### src/rtl/jsu_pkg.sv
`default_nettype none

package jsu_pkg;

  // Decoder modes.
  typedef enum logic [3:0] {
    M_IDLE    = 4'd0,
    M_STR     = 4'd1,
    M_ESC     = 4'd2,
    M_HEX1    = 4'd3,
    M_WANT_BS = 4'd4,
    M_WANT_U  = 4'd5,
    M_HEX2    = 4'd6,
    M_CONT    = 4'd7
  } mode_e;

  // Result kinds, carried on the output tuser.
  typedef enum logic [1:0] {
    KIND_DATA  = 2'd0,
    KIND_DONE  = 2'd1,
    KIND_ERROR = 2'd2
  } kind_e;

  // Error codes.
  typedef enum logic [2:0] {
    ERR_NO_QUOTE     = 3'd0,
    ERR_UNTERMINATED = 3'd1,
    ERR_BAD_ESCAPE   = 3'd2,
    ERR_BAD_UNICODE  = 3'd3,
    ERR_BAD_UTF8     = 3'd4,
    ERR_CONTROL      = 3'd5
  } err_e;

  // One result of the decoder.
  typedef struct packed {
    kind_e      kind;
    logic [7:0] data;
    err_e       code;
  } res_t;

  localparam int unsigned MaxResults = 4;

  // All results caused by one input byte; entry 0 goes out first.
  typedef struct packed {
    res_t [MaxResults-1:0] res;
    logic [2:0]            count;
  } group_t;

  // Decoder state.
  typedef struct packed {
    mode_e       mode;
    logic [20:0] acc;
    logic [9:0]  high_half;
    logic [1:0]  digit_count;
    logic [1:0]  bytes_left;
    logic [2:0]  seq_length;
  } state_t;

  localparam state_t StateReset = '{M_IDLE, 21'd0, 10'd0, 2'd0, 2'd0, 3'd0};

  // Characters that the decoder recognizes.
  localparam logic [7:0] ChQuote     = 8'h22;
  localparam logic [7:0] ChBackslash = 8'h5C;
  localparam logic [7:0] ChSlash     = 8'h2F;
  localparam logic [7:0] ChLowerB    = 8'h62;
  localparam logic [7:0] ChLowerF    = 8'h66;
  localparam logic [7:0] ChLowerN    = 8'h6E;
  localparam logic [7:0] ChLowerR    = 8'h72;
  localparam logic [7:0] ChLowerT    = 8'h74;
  localparam logic [7:0] ChLowerU    = 8'h75;

  // Control bytes produced by the short escapes.
  localparam logic [7:0] CtlBackspace = 8'h08;
  localparam logic [7:0] CtlFormFeed  = 8'h0C;
  localparam logic [7:0] CtlNewline   = 8'h0A;
  localparam logic [7:0] CtlReturn    = 8'h0D;
  localparam logic [7:0] CtlTab       = 8'h09;

  function automatic res_t data_res(logic [7:0] d);
    res_t r;
    r.kind = KIND_DATA;
    r.data = d;
    r.code = ERR_NO_QUOTE;
    return r;
  endfunction

  // A group holding one result only.
  function automatic group_t single(res_t r);
    group_t g;
    g = '0;
    g.res[0] = r;
    g.count = 3'd1;
    return g;
  endfunction

  function automatic group_t error_group(err_e code);
    res_t r;
    r.kind = KIND_ERROR;
    r.data = 8'h00;
    r.code = code;
    return single(r);
  endfunction

  // Hex digit value; bit 4 is set when the character is a hex digit.
  function automatic logic [4:0] hex_value(logic [7:0] c);
    logic [4:0] v;
    v = 5'd0;
    if (c >= 8'h30 && c <= 8'h39) begin
      v = {1'b1, c[3:0]};
    end else if ((c >= 8'h61 && c <= 8'h66) || (c >= 8'h41 && c <= 8'h46)) begin
      v = {1'b1, 4'(c[3:0] + 4'd9)};
    end
    return v;
  endfunction

  // UTF-8 encoding of a code point in the given number of bytes.
  function automatic group_t utf8_encode(logic [20:0] cp, logic [2:0] len);
    group_t g;
    g = '0;
    case (len)
      3'd0, 3'd1: begin
        g.res[0] = data_res({1'b0, cp[6:0]});
        g.count  = 3'd1;
      end
      3'd2: begin
        g.res[0] = data_res({3'b110, cp[10:6]});
        g.res[1] = data_res({2'b10, cp[5:0]});
        g.count  = 3'd2;
      end
      3'd3: begin
        g.res[0] = data_res({4'b1110, cp[15:12]});
        g.res[1] = data_res({2'b10, cp[11:6]});
        g.res[2] = data_res({2'b10, cp[5:0]});
        g.count  = 3'd3;
      end
      default: begin
        g.res[0] = data_res({5'b11110, cp[20:18]});
        g.res[1] = data_res({2'b10, cp[17:12]});
        g.res[2] = data_res({2'b10, cp[11:6]});
        g.res[3] = data_res({2'b10, cp[5:0]});
        g.count  = 3'd4;
      end
    endcase
    return g;
  endfunction

endpackage

`default_nettype wire

### src/rtl/json_string_unescape_utf8_check.sv
// Channel  Direction  tdata (low bit up)               tuser      tlast
// s_axis   in         [7:0] in_byte                    at_end     -
// m_axis   out        [7:0] out_byte, [10:8] error_code kind       last
//
// A byte is first held in an input register, then decoded into the result
// register. A byte giving no result loads nothing there; a byte giving n
// results (up to four, for a 4-byte UTF-8 form) holds the input side until
// all n have gone out through the single output port. Reset clears the
// valid flags and the decoder state at once; stalls on the output hold the
// result and back up into the input.
`default_nettype none

module json_string_unescape_utf8_check
  import jsu_pkg::*;
(
  input  wire logic        clk_i,
  input  wire logic        rst_ni,
  input  wire logic        s_axis_tvalid,
  output logic             s_axis_tready,
  input  wire logic [7:0]  s_axis_tdata,   // [7:0] in_byte
  input  wire logic        s_axis_tuser,   // [0] at_end
  output logic             m_axis_tvalid,
  input  wire logic        m_axis_tready,
  output logic [15:0]      m_axis_tdata,   // [7:0] out_byte, [10:8] error_code
  output logic [1:0]       m_axis_tuser,   // [1:0] kind
  output logic             m_axis_tlast
);

  logic       in_valid_q, in_valid_d;
  logic [7:0] in_byte_q;
  logic       in_end_q;
  logic       s_fire;
  logic       advance;
  logic       emit_free;
  group_t     grp;
  res_t       res;

  assign advance       = in_valid_q && emit_free;
  assign s_axis_tready = !in_valid_q || emit_free;
  assign s_fire        = s_axis_tvalid && s_axis_tready;
  assign in_valid_d    = s_fire || (in_valid_q && !advance);

  // Input register.
  always_ff @(posedge clk_i or negedge rst_ni) begin
    if (!rst_ni) begin
      in_valid_q <= 1'b0;
    end else begin
      in_valid_q <= in_valid_d;
    end
  end

  always_ff @(posedge clk_i) begin
    if (s_fire) begin
      in_byte_q <= s_axis_tdata;
      in_end_q  <= s_axis_tuser;
    end
  end

  jsu_decode u_decode (
    .clk_i   (clk_i),
    .rst_ni  (rst_ni),
    .step_i  (advance),
    .byte_i  (in_byte_q),
    .end_i   (in_end_q),
    .group_o (grp)
  );

  jsu_emit u_emit (
    .clk_i   (clk_i),
    .rst_ni  (rst_ni),
    .load_i  (advance && (grp.count != 3'd0)),
    .group_i (grp),
    .free_o  (emit_free),
    .valid_o (m_axis_tvalid),
    .ready_i (m_axis_tready),
    .res_o   (res),
    .last_o  (m_axis_tlast)
  );

  assign m_axis_tdata = {5'd0, res.code, res.data};
  assign m_axis_tuser = res.kind;

endmodule

`default_nettype wire

### src/rtl/jsu_decode.sv
`default_nettype none

// Decoder state register and the single-pass step logic for one byte.
module jsu_decode
  import jsu_pkg::*;
(
  input  wire logic       clk_i,
  input  wire logic       rst_ni,
  input  wire logic       step_i,
  input  wire logic [7:0] byte_i,
  input  wire logic       end_i,
  output group_t          group_o
);

  state_t      st_q, st_d;
  logic [4:0]  hex;
  logic [20:0] acc_hex;
  logic [15:0] cp16;
  logic [20:0] acc_cont;
  logic [1:0]  left_dec;
  logic [20:0] pair_cp;
  logic [2:0]  bmp_len;
  logic        cont_bad;
  logic [7:0]  b;

  assign b = byte_i;

  // Values shared by the hex digit and continuation paths.
  always_comb begin
    hex      = hex_value(b);
    acc_hex  = {st_q.acc[16:0], hex[3:0]};
    cp16     = acc_hex[15:0];
    acc_cont = {st_q.acc[14:0], b[5:0]};
    left_dec = st_q.bytes_left - 2'd1;
    pair_cp  = {1'b0, st_q.high_half, cp16[9:0]} + 21'h10000;
    if (cp16 < 16'h0080) begin
      bmp_len = 3'd1;
    end else if (cp16 < 16'h0800) begin
      bmp_len = 3'd2;
    end else begin
      bmp_len = 3'd3;
    end
    if (st_q.seq_length == 3'd2) begin
      cont_bad = acc_cont < 21'h80;
    end else if (st_q.seq_length == 3'd3) begin
      cont_bad = (acc_cont < 21'h800) || (acc_cont >= 21'hD800 && acc_cont <= 21'hDFFF);
    end else begin
      cont_bad = (acc_cont < 21'h10000) || (acc_cont > 21'h10FFFF);
    end
  end

  // Next state and results for the byte or end marker.
  always_comb begin
    st_d    = st_q;
    group_o = '0;
    unique case (st_q.mode)
      M_STR: begin
        if (end_i) begin
          st_d    = StateReset;
          group_o = error_group(ERR_UNTERMINATED);
        end else if (b == ChQuote) begin
          st_d    = StateReset;
          group_o = single('{KIND_DONE, 8'h00, ERR_NO_QUOTE});
        end else if (b == ChBackslash) begin
          st_d.mode = M_ESC;
        end else if (b < 8'h20) begin
          st_d    = StateReset;
          group_o = error_group(ERR_CONTROL);
        end else if (b < 8'h80) begin
          group_o = single(data_res(b));
        end else if (b[7:5] == 3'b110) begin
          st_d.acc        = {16'd0, b[4:0]};
          st_d.bytes_left = 2'd1;
          st_d.seq_length = 3'd2;
          st_d.mode       = M_CONT;
        end else if (b[7:4] == 4'b1110) begin
          st_d.acc        = {17'd0, b[3:0]};
          st_d.bytes_left = 2'd2;
          st_d.seq_length = 3'd3;
          st_d.mode       = M_CONT;
        end else if (b[7:3] == 5'b11110) begin
          st_d.acc        = {18'd0, b[2:0]};
          st_d.bytes_left = 2'd3;
          st_d.seq_length = 3'd4;
          st_d.mode       = M_CONT;
        end else begin
          st_d    = StateReset;
          group_o = error_group(ERR_BAD_UTF8);
        end
      end

      M_ESC: begin
        if (end_i) begin
          st_d    = StateReset;
          group_o = error_group(ERR_BAD_ESCAPE);
        end else begin
          st_d.mode = M_STR;
          case (b)
            ChQuote:     group_o = single(data_res(ChQuote));
            ChBackslash: group_o = single(data_res(ChBackslash));
            ChSlash:     group_o = single(data_res(ChSlash));
            ChLowerB:    group_o = single(data_res(CtlBackspace));
            ChLowerF:    group_o = single(data_res(CtlFormFeed));
            ChLowerN:    group_o = single(data_res(CtlNewline));
            ChLowerR:    group_o = single(data_res(CtlReturn));
            ChLowerT:    group_o = single(data_res(CtlTab));
            ChLowerU: begin
              st_d.mode        = M_HEX1;
              st_d.acc         = '0;
              st_d.digit_count = 2'd0;
            end
            default: begin
              st_d    = StateReset;
              group_o = error_group(ERR_BAD_ESCAPE);
            end
          endcase
        end
      end

      M_HEX1, M_HEX2: begin
        if (end_i || !hex[4]) begin
          st_d    = StateReset;
          group_o = error_group(ERR_BAD_UNICODE);
        end else if (st_q.digit_count != 2'd3) begin
          st_d.acc         = acc_hex;
          st_d.digit_count = st_q.digit_count + 2'd1;
        end else begin
          st_d.acc         = '0;
          st_d.digit_count = 2'd0;
          if (st_q.mode == M_HEX1) begin
            if (cp16 < 16'hD800 || cp16 > 16'hDFFF) begin
              st_d.mode = M_STR;
              group_o   = utf8_encode({5'd0, cp16}, bmp_len);
            end else if (cp16 >= 16'hDC00) begin
              st_d    = StateReset;
              group_o = error_group(ERR_BAD_UNICODE);
            end else begin
              // High half of a pair: a low half escape must follow.
              st_d.high_half = cp16[9:0];
              st_d.mode      = M_WANT_BS;
            end
          end else if (cp16 < 16'hDC00 || cp16 > 16'hDFFF) begin
            st_d    = StateReset;
            group_o = error_group(ERR_BAD_UNICODE);
          end else begin
            st_d.high_half = '0;
            st_d.mode      = M_STR;
            group_o        = utf8_encode(pair_cp, 3'd4);
          end
        end
      end

      M_WANT_BS: begin
        if (end_i || b != ChBackslash) begin
          st_d    = StateReset;
          group_o = error_group(ERR_BAD_UNICODE);
        end else begin
          st_d.mode = M_WANT_U;
        end
      end

      M_WANT_U: begin
        if (end_i || b != ChLowerU) begin
          st_d    = StateReset;
          group_o = error_group(ERR_BAD_UNICODE);
        end else begin
          st_d.mode        = M_HEX2;
          st_d.acc         = '0;
          st_d.digit_count = 2'd0;
        end
      end

      M_CONT: begin
        if (end_i || b[7:6] != 2'b10) begin
          st_d    = StateReset;
          group_o = error_group(ERR_BAD_UTF8);
        end else begin
          st_d.acc        = acc_cont;
          st_d.bytes_left = left_dec;
          if (left_dec == 2'd0) begin
            if (cont_bad) begin
              st_d    = StateReset;
              group_o = error_group(ERR_BAD_UTF8);
            end else begin
              st_d.acc        = '0;
              st_d.seq_length = 3'd0;
              st_d.mode       = M_STR;
              group_o         = utf8_encode(acc_cont, st_q.seq_length);
            end
          end
        end
      end

      default: begin
        if (!end_i && b == ChQuote) begin
          st_d      = StateReset;
          st_d.mode = M_STR;
        end else begin
          st_d    = StateReset;
          group_o = error_group(ERR_NO_QUOTE);
        end
      end
    endcase
  end

  // State register, advanced once per decoded byte.
  always_ff @(posedge clk_i or negedge rst_ni) begin
    if (!rst_ni) begin
      st_q <= StateReset;
    end else if (step_i) begin
      st_q <= st_d;
    end
  end

endmodule

`default_nettype wire

### src/rtl/jsu_emit.sv
`default_nettype none

// Result register: holds one byte's results, sends them one a cycle when ready.
module jsu_emit
  import jsu_pkg::*;
(
  input  wire logic       clk_i,
  input  wire logic       rst_ni,
  input  wire logic       load_i,
  input  wire group_t     group_i,
  output logic            free_o,
  output logic            valid_o,
  input  wire logic       ready_i,
  output res_t            res_o,
  output logic            last_o
);

  group_t     grp_q;
  logic [1:0] idx_q, idx_d;
  logic       valid_q, valid_d;
  logic       fire;

  assign res_o   = grp_q.res[idx_q];
  assign last_o  = ({1'b0, idx_q} == grp_q.count - 3'd1);
  assign valid_o = valid_q;
  assign fire    = valid_q && ready_i;
  assign free_o  = !valid_q || (ready_i && last_o);

  // Step through the held group, or take a new one when it is drained.
  always_comb begin
    idx_d   = idx_q;
    valid_d = valid_q;
    if (fire) begin
      if (last_o) begin
        valid_d = 1'b0;
      end else begin
        idx_d = idx_q + 2'd1;
      end
    end
    if (load_i) begin
      idx_d   = 2'd0;
      valid_d = 1'b1;
    end
  end

  always_ff @(posedge clk_i or negedge rst_ni) begin
    if (!rst_ni) begin
      idx_q   <= 2'd0;
      valid_q <= 1'b0;
    end else begin
      idx_q   <= idx_d;
      valid_q <= valid_d;
    end
  end

  always_ff @(posedge clk_i) begin
    if (load_i) begin
      grp_q <= group_i;
    end
  end

endmodule

`default_nettype wire

### config.mk
export PLATFORM = sky130hd
export DESIGN_NAME = json_string_unescape_utf8_check
export DESIGN_NICKNAME = d
export VERILOG_FILES = /design/src/rtl/jsu_pkg.sv /design/src/rtl/json_string_unescape_utf8_check.sv /design/src/rtl/jsu_decode.sv /design/src/rtl/jsu_emit.sv
export SDC_FILE = /design/constraint.sdc
export NUM_CORES = 1
export LEC_CHECK = 0
export ABC_AREA = 1
export BUFFER_PORTS_ARGS = -buffer_cell sky130_fd_sc_hd__buf_2
export CELL_PAD_IN_SITES_DETAIL_PLACEMENT = 0
export CELL_PAD_IN_SITES_GLOBAL_PLACEMENT = 1
export CORE_ASPECT_RATIO = 0.9
export CORE_MARGIN = 5
export CORE_UTILIZATION = 48
export CTS_BUF_LIST = sky130_fd_sc_hd__clkbuf_2
export DETAILED_ROUTE_END_ITERATION = 6
export PLACE_DENSITY = 0.81
export SYNTH_ARGS = -nofsm -noshare
export SYNTH_HDL_FRONTEND = slang
export SYNTH_SLANG_ARGS = --single-unit
### constraint.sdc
create_clock -name clk_i -period 4.1 [get_ports clk_i]
set_clock_uncertainty 0.15 [all_clocks]
set_input_delay 0.41 -clock clk_i [delete_from_list [all_inputs] [get_ports clk_i]]
set_output_delay 0.41 -clock clk_i [all_outputs]
set_load 0.02 [all_outputs]
==> metrics.txt, run 1 <==
syn_area_per_cell 7.95 um^2; largest net degree at the start of global routing 40; simple-gate share of the synthesized area 29.0%; GR Overflow Total 0; initial antenna violation count 0; effective utilization at floorplan 49.4%; global route hottest layer met2; Yosys cell types 52; Final Hold Fails 0; met1 GRT Util 38.6%; maxcap violations 0; Post-Layout Inst Area approximately 6500 um^2; Hold WC Path Type in2async; Global Route met2 Usage 41.1%; Achievable Freq 0.295 GHz; max-slew violations 0; clock power share approximately an eighth; layout cells sized above 1 21.0%; cts bufs inserted 9; routed length per instance 20.6 um; Antenna Violating Nets Remaining 0; crit path cell chain clkinv_1 > ha_1 > inv_1 > nand3_1 > nand4_4 > nand2_4 > nand2_4 > nor2_2 > nand2_4 > inv_2 > a21oi_2 > nand4_2 > nor2_4 > nand3_2 > buf_4 > nand2_2 > o21ai_2; Critical Path Max Stage Delay approximately 0.5 ns; minimum hold slack 0.309 ns; vias in the first global route 5465; area leader, netlist edfxtp_1; DIE AREA roughly 15000 um^2; largest family of logic cells by synthesized area simple AND/OR/NAND/NOR gates; fin crit period 3.39 ns; Sw Share roughly 47%; core box area approximately 12000 um^2; # DRC 0; most used cell, CP nand2_4; final net count 812; routed wire length 19700 um; Total Routing Usage GR 27.0%; P per Cell Area roughly 460 nW/um^2; Post-Place Cells 928; Yosys warning total 0; # rows 38; post-synth top area share between 20% and 30%; Post-Layout Cell Count 956; RSZ-0062 raised after global routing false; Int Power 1.55 mW; routed via count 5777; Area after DPL 6240 um^2; post-CTS setup buffers 0; routability cong. 0.962; grt met3 use 5.26%; Place WS 0.805 ns; H-tree levels 3; Logic pwr share 44.7%; CTS clock-pin slew for the worst setup and hold paths 0.27 ns; CP endpoint kind flip-flop; Synth Area in Adders 1.66%; Worst Tran Pin Value 0.994 ns; Area Growth Syn to Fin 7.43%; PortBufs 28; Slowest-stage cell, CP edfxtp_1; Synth Flop Type edfxtp_1; XOR/XNOR share of the synthesized area 0.874%; final design utilization 53.1%; Flop pwr share 42.2%; DRT Pass-1 Iters 5; Avg Vias per Cell between 6 and 7; Sw Pwr roughly 1.4 mW; crit path kind reg2reg; Die Width 128 um; top cells by area, synth edfxtp_1, dfrtp_1, nand2_1; CP Launch Type flip-flop; fin crit share 82.8%; CTS tree done; IO Pins 34; Cell Area, Synth approximately 6000 um^2; number of synthesized flops with an enable pin 44; status finished, final reports clean; DPL Wire Length 15000 um; final setup vio count 0; post-synthesis mux area share 0%; Root Driver clkbuf_2; Die Ht ~120 um; Leak Pwr 2.60 nW; register bit total from synthesis 83; Sink Count 83; PnR Total Power 2.95 mW; number of diodes 0; Initial DRC Count between 500 and 600; CTS Buffer Depth 2; TNS Setup 0 ns; cts repair resizes 0; async set-reset flop share out of synthesis 47.0%; Mapped Cells 757; Worst Setup Slack, final approximately 0.71 ns; first-pass GRT wire length 30600 um; complex-gate fraction of the synthesized area about a fifth; register area share after synthesis around two fifths; Skew-Pair Late Insertion Delay 0.61 ns; Max rail drop VDD 0.324 mV; Rel. slew slack 33.7%; arrival time at the worst endpoint 3.74 ns; CP required 4.44 ns; Worst Path Max Fanout 20
## cells by family (layout without fill, tap and decap cells)
group                    Yosys count  in the layout
AND/OR/NAND/NOR                  344            344
AO/OA/AOI/OAI                    186            186
buffers and inverters            129            164
flip-flops                        83             83
adder cells (fa/ha/maj)            8              8
XOR/XNOR                           6              6
other                              1              5
## final timing paths
kind / end / slack (ns) / startpoint / cells after the start
worst max-delay path: u_decode.st_q[14]$_DFFE_PN0P_ / 0.71 / in_byte_q[0]$_DFFE_PP_ / 17
worst min-delay path: u_decode.st_q[7]$_DFFE_PN0P_ / 0.31 / rst_ni / 2
worst max register to register: u_decode.st_q[14]$_DFFE_PN0P_ / 0.71 / in_byte_q[0]$_DFFE_PP_ / 17
worst min register to register: u_decode.st_q[4]$_DFFE_PN0P_ / 0.39 / u_decode.st_q[4]$_DFFE_PN0P_ / 2
max in group asynchronous: u_decode.st_q[4]$_DFFE_PN0P_ / 2.84 / rst_ni / 2
min in group clk_i: in_byte_q[2]$_DFFE_PP_ / 0.37 / s_axis_tdata[2] / 2
## cell type report
cell class	count	area, um^2
clock buffer	10	50.0
clock inverter	6	47.5
fill	1225	5710
inverter	97	364
multi-input combinational	549	3160
sequential	83	2300
tap	160	200
timing repair buffer	51	343
## power by group through the flow
stage | sequential, mW | combinational [mW] | clock (mW)
after floorplan | 1.18 | 1.05 | 0
after global placement | 1.26 | 1.31 | 0
after detailed placement | 1.26 | 1.31 | 0
after CTS | 1.24 | 1.32 | 0.402
after global routing | 1.27 | 1.44 | 0.440
final | 1.25 | 1.32 | 0.388
## routing by layer
metal / up-vias / routed length, um
li1: 2687 / -
met1: 2729 / 8840
met2: 321 / 8560
met3: 40 / 1720
met4: 0 / 572
met5: - / 0
## cell usage after synthesis (2+ instances only)
| cell | number |
|---|---|
| inv_1 | 78 |
| nor3_1 | 17 |
| ha_1 | 8 |
| buf_2 | 8 |
| nand2_1 | 131 |
| a22oi_1 | 7 |
| dfrtp_1 | 39 |
| o22ai_1 | 39 |
| nor2_2 | 7 |
| o221ai_1 | 8 |
| nand3_1 | 42 |
| nand2_4 | 3 |
| edfxtp_1 | 44 |
| o32ai_1 | 10 |
| clkbuf_1 | 8 |
| a21oi_1 | 18 |
| inv_2 | 12 |
| nand2_2 | 30 |
| nor3_2 | 3 |
| clkinv_1 | 7 |
| nand4_4 | 2 |
| buf_4 | 11 |
| nor4_4 | 2 |
| o21ai_2 | 28 |
| o2111ai_1 | 5 |
| nand4_1 | 8 |
| nor2_4 | 7 |
| o21ai_1 | 8 |
| a31oi_1 | 2 |
| a32oi_1 | 3 |
| o21ai_0 | 46 |
| a211oi_1 | 2 |
| a21oi_2 | 2 |
| nor2_1 | 76 |
| xnor2_1 | 2 |
| nand3_2 | 10 |
| buf_6 | 5 |
| o31ai_1 | 2 |
| xor2_1 | 4 |
## placed cells by master (no fill, tap or decap), types with 4 or more instances in the layout
cell / count
dlygate4sd3_1: 12
o221ai_1: 8
nor2_2: 7
o32ai_1: 10
clkbuf_2: 10
ha_1: 8
a22oi_1: 7
o21ai_1: 8
nor3_1: 17
edfxtp_1: 44
nand2_2: 30
nand2_1: 131
o21ai_0: 46
o2111ai_1: 5
conb_1: 5
nor2_1: 76
a21oi_1: 18
nand3_1: 42
nand3_2: 10
nand4_1: 8
buf_2: 28
dfrtp_1: 39
clkinv_1: 7
xor2_1: 4
inv_1: 78
o21ai_2: 28
buf_4: 11
nor2_4: 7
inv_2: 12
o22ai_1: 39
## critical path, delay by kind of cell (launching register included)
| kind | cells | cell delay (ns) |
|---|---|---|
| buf+inv | 4 | 0.88 |
| fa+ha+maj | 1 | 0.36 |
| flops | 1 | 0.50 |
| simple gates | 10 | 1.23 |
| compound gates | 2 | 0.17 |
## timing repair
| action | in CTS | in global routing |
|---|---|---|
| hold buffers | 12 | 0 |
| endpoints found under the setup margin | 0 | 0 |
| hold endpoints to repair | 50 | 0 |
## sequential cells by signal, indices dropped and copies added, names as in the netlist
name               count
u_emit.idx_q           2
u_emit.grp_q          35
u_decode.st_q         20
u_decode.acc_cont     15
in_byte_q              8
in_valid_q             1
u_emit.valid_o         1
in_end_q               1
(Power assumes the default switching activity.)
==> run 2, diff against run 1 <==
--- a/config.mk
+++ b/config.mk
@@ -11,10 +11,10 @@
 export CELL_PAD_IN_SITES_GLOBAL_PLACEMENT = 1
 export CORE_ASPECT_RATIO = 0.9
 export CORE_MARGIN = 5
-export CORE_UTILIZATION = 48
+export CORE_UTILIZATION = 43
 export CTS_BUF_LIST = sky130_fd_sc_hd__clkbuf_2
 export DETAILED_ROUTE_END_ITERATION = 6
-export PLACE_DENSITY = 0.81
+export PLACE_DENSITY = 0.76
 export SYNTH_ARGS = -nofsm -noshare
 export SYNTH_HDL_FRONTEND = slang
 export SYNTH_SLANG_ARGS = --single-unit
==> constraint.sdc (replaced) <==
create_clock -name clk_i -period 3.1 [get_ports clk_i]
set_clock_uncertainty 0.15 [all_clocks]
set_input_delay 0.31 -clock clk_i [delete_from_list [all_inputs] [get_ports clk_i]]
set_output_delay 0.31 -clock clk_i [all_outputs]
set_load 0.02 [all_outputs]
==> run 2 against run 1 <==
  * Flip-flop and latch count did not move
  * Clock power rose by 57%
  * Count of clock-buffer cells in the layout fell by 1
  * Sequential power rose by 26%
  * Non-clock buffer count rose by 85
  * Die area rose by 11%
  * Utilization fell by 1.2 points
  * Via count rose by 6.2%
  * First-iteration DRC count fell by 1.2%
  * Critical path depth fell by 6
==> metrics.txt, run 2 (same netlist as run 1, synthesis figures left out) <==
CP endpoint kind flip-flop (unchanged); fin crit share 92.8% (was 82.8%); fin crit period 2.88 ns (was 3.39 ns); final net count 899 (was 812); Final Hold Fails 0 (unchanged); Sink Count 83 (unchanged); DPL Wire Length 16500 um (was 15000 um); routability cong. 1.01 (was 0.962); Post-Place Cells 1021 (was 928); Total Routing Usage GR 26.2% (was 27.0%); CTS clock-pin slew for the worst setup and hold paths 0.25 ns (was 0.27 ns); CTS Buffer Depth 2 (unchanged); Worst R2R Start u_emit.grp_q[0]$_DFFE_PP_ (was in_byte_q[0]$_DFFE_PP_); effective utilization at floorplan 43.4% (was 49.4%); # DRC 0 (unchanged); FF-to-FF path depth 11 (was 17); number of flip-flops in the largest register 35 (unchanged); arrival time at the worst endpoint 3.30 ns (was 3.74 ns); Leak Pwr 3.02 nW (was 2.60 nW); IO Pins 34 (unchanged); routed length per instance 20.2 um (was 20.6 um); most common cell after layout, fill and taps aside nand2_1 (unchanged); Initial DRC Count 562 (was 569); initial antenna violation count 0 (unchanged); vias in the first global route 5890 (was 5465); Die Width 135 um (was 128 um); Worst R2R End in_valid_q$_DFF_PN0_ (was u_decode.st_q[14]$_DFFE_PN0P_); CP required 3.53 ns (was 4.44 ns); status finished, final reports clean (unchanged); TNS Setup 0 ns (unchanged); cts bufs inserted 9 (unchanged); GR Overflow Total 0 (unchanged); final setup vio count 0 (unchanged); top flop regs u_emit.grp_q x35, u_decode.st_q x20, u_decode.acc_cont x15 (unchanged); crit path kind reg2reg (unchanged); largest net degree at the start of global routing 40 (unchanged); layout cells sized above 1 28.7% (was 21.0%); Avg Vias per Cell 5.82 (was 6.04); Skew-Pair Late Insertion Delay 0.61 ns (about the same); PortBufs 28 (unchanged); Antenna Violating Nets Remaining 0 (unchanged); P per Cell Area 591 nW/um^2 (was 457 nW/um^2); number of diodes 0 (unchanged); Root Driver clkbuf_2 (unchanged); routed via count 6136 (was 5777); routed wire length 21300 um (was 19700 um); Worst Path Max Fanout 4 (was 20); # rows 41 (was 38); minimum hold slack 0.200 ns (was 0.309 ns); # fillers 1363 (was 1225); max-slew violations 0 (unchanged); H-tree levels 3 (unchanged); CTS tree done (unchanged); Hold WC Path Type in2async (unchanged); Rel. slew slack 33.4% (was 33.7%); Achievable Freq 0.348 GHz (was 0.295 GHz); Max rail drop VDD 0.265 mV (was 0.324 mV); most frequent cells in the layout nand2_1, buf_4, inv_1 (was nand2_1, inv_1, nor2_1); Die Ht 122 um (was 116 um); core box area 13900 um^2 (was 12200 um^2); FF-to-FF setup slack 0.22 ns (was 0.71 ns); maxcap violations 0 (unchanged); DRT Pass-1 Iters 5 (unchanged); CP Launch Type flip-flop (unchanged); DIE AREA 16500 um^2 (was 14900 um^2); PnR Total Power 4.25 mW (was 2.95 mW); first-pass GRT wire length 32600 um (was 30600 um); Biggest register u_emit.grp_q (unchanged); Area Growth Syn to Fin 19.5% (was 7.43%); Worst Tran Pin Value 0.999 ns (was 0.994 ns); Post-Layout Cell Count 1055 (was 956)
## run 2: power by group
group          switching (mW)  leakage, nW  internal (mW)
registers               0.126        0.951           1.46
clock network           0.420       0.0666          0.190
logic                    1.42         2.01          0.631
total                    1.97         3.02           2.28
## run 2: cell type report
class	count	area (um^2)	share of cell area (%)
Multi-Input combinational cell	551	3190	44.4
Sequential cell	83	2300	32.0
Timing Repair Buffer	136	998	13.9
Inverter	97	364	5.07
Tap cell	172	215	2.99
Clock inverter	7	75.1	1.04
Clock buffer	9	45.0	0.627
## run 2: critical path, stage by stage (launching register included)
cell,delay [ns]
edfxtp_1,0.45
inv_1,0.08
ha_1,0.24
xor2_1,0.18
nand3_2,0.14
o21ai_2,0.24
inv_1,0.06
nand2_1,0.09
nand2_1,0.07
dlygate4sd3_1,0.55
nand2_1,0.06
dlygate4sd3_1,0.53
## run 2: per-stage QoR
stage | setup WS [ns] | area (um^2) | util [%]
finish | 0.224 | 7190 | 51.9
global route | -0.0364 | 7190 | 51.9
CTS | 0.0138 | 7130 | 51.5
detailed placement | -0.0497 | 6870 | 49.6
global placement | 0.0523 | 6870 | 49.6
floorplan | 0.0258 | 6030 | -
## run 2: metal layers
layer	global-route usage, %	vias up	share of wire [%]	wire length (um)
met5	0	-	0	0
li1	-	2862	-	-
met3	5.28	50	8.6	1850
met2	40.0	307	44	9430
met4	10.8	0	3.4	735
met1	36.4	2917	44	9340
## run 2: how the worst max path moves through the flow
stage	startpoint	endpoint	slack, ns	cells after the start
floorplan	in_byte_q[0]$_DFFE_PP_	u_emit.grp_q[0]$_DFFE_PP_	0.03	14
CTS	in_byte_q[4]$_DFFE_PP_	u_emit.grp_q[23]$_DFFE_PP_	0.01	13
finish	u_emit.grp_q[0]$_DFFE_PP_	in_valid_q$_DFF_PN0_	0.22	11
detailed placement	in_byte_q[4]$_DFFE_PP_	u_emit.grp_q[33]$_DFFE_PP_	-0.05	13
global placement	in_byte_q[4]$_DFFE_PP_	u_emit.grp_q[33]$_DFFE_PP_	0.05	13
global route	u_emit.grp_q[0]$_DFFE_PP_	in_valid_q$_DFF_PN0_	-0.04	11
## run 2: timing repair
item / CTS / global route
gates cloned: 1 / 1
pin swaps: 1 / 3
buffers inserted: 0 / 2
gates resized for setup: 0 / 5
hold buffers: 14 / 0
endpoints found under the setup margin: 35 / 22
endpoints found under the hold margin: 52 / 0
